<file path="src/rtl/tlzd_pkg.sv">
// shared types and constants for the texture element lz decompressor
`default_nettype none

package tlzd_pkg;

    localparam int unsigned MAX_ELEMS_DEF = 262144;

    localparam int unsigned ELEM_W  = 32;
    localparam int unsigned POS_W   = 19;
    localparam int unsigned IDX_W   = 18;
    localparam int unsigned OFF_W   = 18;
    localparam int unsigned STAT_W  = 3;
    localparam int unsigned ALU_W   = 20;
    localparam int unsigned BYTE_W  = 8;

    localparam logic [POS_W-1:0] FRAME_RESET = 19'h40000;
    localparam int unsigned      FRAME_MIN   = 2;

    localparam int unsigned OFF_BASE8  = 2;
    localparam int unsigned OFF_BASE16 = 'h102;
    localparam int unsigned OFF_CODE1  = 2;
    localparam int unsigned CODES_PER_WORD = 16;

    typedef enum logic [STAT_W-1:0] {
        ST_OK        = 3'd0,
        ST_HDR_SHORT = 3'd1,
        ST_TOP_FAIL  = 3'd2,
        ST_NEST_FAIL = 3'd3,
        ST_LIT_SHORT = 3'd4
    } t_status;

    typedef enum logic {
        ALU_ADD,
        ALU_SUB
    } t_alu_op;

    typedef struct packed {
        t_alu_op          op;
        logic [ALU_W-1:0] a;
        logic [ALU_W-1:0] b;
    } t_alu_req;

    typedef struct packed {
        logic [ALU_W-1:0] res;
        logic             carry;
    } t_alu_rsp;

    typedef struct packed {
        logic              wr_en;
        logic [POS_W-1:0]  wr_addr;
        logic [ELEM_W-1:0] wr_data;
        logic              rd_en;
        logic [POS_W-1:0]  rd_addr;
    } t_mem_req;

    typedef struct packed {
        logic [ELEM_W-1:0] value;
        logic [IDX_W-1:0]  index;
        logic              done;
        t_status           status;
    } t_result;

endpackage

`default_nettype wire

</file>
<file path="src/rtl/tlzd_alu.sv">
// shared add/subtract unit used by the decode sequencer
`default_nettype none

module tlzd_alu (
    input  tlzd_pkg::t_alu_req i_req,
    output tlzd_pkg::t_alu_rsp o_rsp
);

    logic [tlzd_pkg::ALU_W:0] sum;

    always_comb begin
        if (i_req.op == tlzd_pkg::ALU_ADD) begin
            sum = {1'b0, i_req.a} + {1'b0, i_req.b};
        end else begin
            sum = {1'b0, i_req.a} - {1'b0, i_req.b};
        end
    end

    // carry doubles as borrow for subtraction
    assign o_rsp.res   = sum[tlzd_pkg::ALU_W-1:0];
    assign o_rsp.carry = sum[tlzd_pkg::ALU_W];

endmodule

`default_nettype wire

</file>
<file path="config.mk">
export PLATFORM = sky130hd
export DESIGN_NAME = tlzd_alu
export DESIGN_NICKNAME = d
export VERILOG_FILES = /design/src/rtl/tlzd_pkg.sv /design/src/rtl/tlzd_alu.sv
export SDC_FILE = /design/constraint.sdc
export NUM_CORES = 1
export LEC_CHECK = 0
export ABC_AREA = 1
export ABC_CLOCK_PERIOD_IN_PS = 3280
export BUFFER_PORTS_ARGS = -buffer_cell sky130_fd_sc_hd__clkbuf_2
export CAP_MARGIN = 5
export CORE_MARGIN = 3
export CORE_UTILIZATION = 39
export DETAILED_ROUTE_END_ITERATION = 10
export GPL_ROUTABILITY_DRIVEN = 0
export PLACE_DENSITY = 0.62
export SLEW_MARGIN = 10
export SYNTH_ARGS = -nofsm -noshare
export SYNTH_HDL_FRONTEND = slang
export SYNTH_SLANG_ARGS = --single-unit
</file>
<file path="constraint.sdc">
create_clock -name vclk -period 3.28
set_clock_uncertainty 0.05 [all_clocks]
set_input_delay 0.492 -clock vclk [all_inputs]
set_output_delay 0.492 -clock vclk [all_outputs]
set_load 0.02 [all_outputs]
</file>
Word-level counts from Yosys, hierarchy flattened:

Index checks and enable logic that the tools add are counted.

* flip-flop bits (word level): 0
* memory bits (writable): 0
* input port bits: 41
* word-level logic and storage cells: 3
* memories kept: 0
* latch bits: 0
* memory bits (read-only): 0

* $add $sub $neg: 2
* reduce and logical (&&, ||, !) cells: 0
* bitwise logic cells: 0
* order comparisons: 0
* divide/modulo/power cells: 0
* shift-type cells: 0
* equal/unequal tests: 0
* muxes and demuxes: 1
* multiply operators: 0

Operators with widths (count)
* 20-bit by 20-bit adder with 21-bit output: 1
* 21-bit 2-to-1 mux: 1
* 20-bit by 20-bit subtractor with 21-bit output: 1

Longest topological paths before layout:

* depth after elaboration: 2
* mapped depth: 19

Worst setup path before layout:

OpenSTA, ideal clock, no wires.

* path kind: input -> output
* from: in i_req[1] (netlist bit)
* to: out o_rsp[0] (netlist bit)
* arrival: 2.468 ns
* path buffers: 0
* required time: 2.738 ns
* setup slack: 0.270 ns
* stages: 17
* cell sequence: inv_1 ha_1 nand2_1 nor2_1 nand2_1 nand2_1 o21ai_1 xor2_1 ha_1 nand2_1 inv_1 nand3_1 nor2_1 nand3b_1 nand3_1 nand2_1 nand2_1

RTL lines
* from (decl): line tlzd_alu.sv:5 `input tlzd_pkg::t_alu_req i_req,`
* to (decl): line tlzd_alu.sv:6 `output tlzd_pkg::t_alu_rsp o_rsp`

==> results.md <==
* Total Routing Usage GR at a little under a fifth
* Residual DRC at 0
* Count of port buffers added during placement at 62
* Post-synthesis cell area at just under 2000 um2
* Die Ht at about 76 um
* Total power divided by cell area at roughly 260 nW/um2
* FF+latch area at 0 um2
* Transition time at the pin with the least slew margin at around 260 ps
* Dpl hpwl at 5050 um
* Layout cells sized above 1 at between 30 and 40%
* Share of synthesized area occupied by flip-flops and latches at 0%
* Outcome: complete, no violations
* Area grow syn2layout at 49.4%
* Std-Cell Core Area at ~4600 um2
* Remaining max-slew budget at the tightest pin at between 80% and 90%
* Remaining antenna violation count after routing at 0
* Die area at roughly 5800 um2
* Startpoint type of the worst setup path: primary input
* Shortest period the worst path allows at about 3200 ps
* Maximum vdd drop at between 0.00009 and 0.0001 V
* Critical Path AT at approximately 2600 ps
* Dominant combinational cell family by area after synthesis: simple AND/OR/NAND/NOR gates
* Hold buffers post-CTS at 0
* Static power due to leakage at roughly 0.0016 uW
* Global route total overflow at 0
* Antenna Diode Count at 0
* Final cycle utilization of the critical path at between 90% and 100%
* Worst-case setup margin in the final layout at 127 ps
* Final standard cell utilization of the core at between 60% and 70%
* Placed standard-cell area at approximately 2400 um2
* First-pass GRT wire length at approximately 9300 um
* I/O pin total at 62
* Beginning of the critical path: i_req[0]
* Number of antenna violations at the first check in global routing at 0
* Die width at about 76 um
* Setup TNS at 0 ps
* RSZ-0062 raised after global routing: true
* Average footprint of a synthesized cell at 5.03 um2
* Synth Area in XOR/XNOR at a little under an eighth
* Endpoint required time on the critical path at between 2000 and 3000 ps
* Summed area of non-filler cells in the final layout at about 2900 um2
* Hold violation count in the final report at 0
* Count of cell types in the netlist at 25
* Pin count of the biggest net entering global routing at 14
* Routed via count at about 2.5k
* Setup crit end kind: primary output
* Adder and majority cell fraction of the synthesized area at ~15%
* Achievable clock frequency at between 300 and 400 MHz
* Number of clock buffer instances in the layout at 0
* Fillers at between 400 and 500
* Share of cell area taken by muxes after synthesis at 0%
* Via count of the first global-routing pass at roughly 2.2k
* Synthesized Nets at around 450
* Setup Crit Path Kind: in -> out
* Hold crit path type: in -> out
* Max Cap Violations at 0
* Worst hold-check slack at 1340 ps
* Number of sequential cells in the layout at 0
* Critical path fanouts, max at 4
* Number of max-slew violations in the final report at 0
* Pre-CTS setup slack at -109 ps
* Routed Wire Length at approximately 6000 um
* Area share of and/or/nand/nor cells after synthesis at 53.9%
* Total of endpoints with negative setup slack in the final report at 0
* Iteration-0 DRC count of the detailed router at approximately 80
* Number of instances in the synthesized netlist at about 380
* Worst setup path endpoint: o_rsp[13]
* Number of warnings printed during yosys synthesis at 0
* Pre-Repair DR Iteration Count at 4
* # rows at 24
* Routed len/inst at around 11 um
* Via density at approximately 4.8
* Synthesized-area fraction occupied by ao, oa, aoi and oai cells at approximately 6.6%
* Initial standard-cell utilization of the core at between 40% and 50%
* Post-layout net count at roughly 530
## how the worst min path moves through the flow
stage                          from        to  slack, ps  depth (start not counted)
after floorplan            i_req[0]  o_rsp[1]       1130                          2
after global placement    i_req[20]  o_rsp[1]       1330                          5
after detailed placement  i_req[20]  o_rsp[1]       1340                          5
after CTS                 i_req[20]  o_rsp[1]       1340                          5
after global routing      i_req[20]  o_rsp[1]       1370                          5
final                     i_req[20]  o_rsp[1]       1340                          5
## layout make-up
cell class	instances	area [um2]	area share, %
inverters	66	254	8.85
well taps	65	81.3	2.83
repair buffers	82	499	17.4
multi-input cells	314	2040	70.9
## power by group
group	leakage, uW	total, uW	switching (uW)	internal [uW]
Clock	0	0	0	0
Sequential	0	0	0	0
Combinational	0.00158	746	445	301
## routing by layer
metal  up-vias  wire, um  track usage [%]
li1       1348         -                -
met1      1100      2780             25.0
met2        55      2960             34.4
met3         8       189            0.709
met4         0        78            0.725
met5         -         0                0
## critical path, stage by stage
cell      delay (ps)
clkbuf_2         110
inv_4             80
ha_4             140
nand2_4           60
nor2_4           140
nand2_4           80
nand2_4          100
xnor2_1          130
inv_1            100
ha_4             300
nand2_2           80
nor2_2           170
nand2_1           90
nand3_1          120
xor2_1           210
clkbuf_2         200
## kinds of logic (layout without fill, tap and decap cells)
kind of cell | after synthesis | after routing
XOR/XNOR | 25 | 25
adder cells (fa/ha/maj) | 22 | 22
AO/OA/AOI/OAI | 23 | 23
AND/OR/NAND/NOR | 244 | 244
buffers and inverters | 68 | 148
## what timing repair did
item,CTS,global route
endpoints found under the setup margin,8,13
resized for setup,11,94
buffers inserted,1,6
pin swaps,5,30
## cells in the final DEF, fill, tap and decap left out, types with 7 or more instances in the layout
master | netlist | final
nand3_2 | 4 | 7
nor2_1 | 49 | 33
nor2_2 | 4 | 16
nand3_1 | 32 | 28
xor2_1 | 20 | 19
nand2_2 | 5 | 13
clkbuf_2 | 0 | 55
inv_1 | 64 | 58
nand2_1 | 138 | 126
buf_4 | 0 | 22
ha_4 | 0 | 13
ha_1 | 21 | 8
## through the flow
stage	instances	total power, uW
after CTS	521	633
after global placement	520	617
after detailed placement	520	623
after global routing	527	826
final	527	746
after floorplan	382	431
## Yosys cell counts, types with 4 or more instances
library cell  number  share of area, %
nand2_2            5               1.6
nor2_1            49               9.6
o21ai_1            4               1.0
o21bai_1           4               1.6
ha_1              21                14
a21oi_1           13               3.4
xnor2_1            5               2.3
inv_1             64                13
nand3_2            4               2.1
nor2_2             4               1.3
nand2_1          138                27
xor2_1            20               9.1
nand4_1            4               1.3
nand3_1           32               8.3
Note: power is estimated with default switching activity, not from simulation.
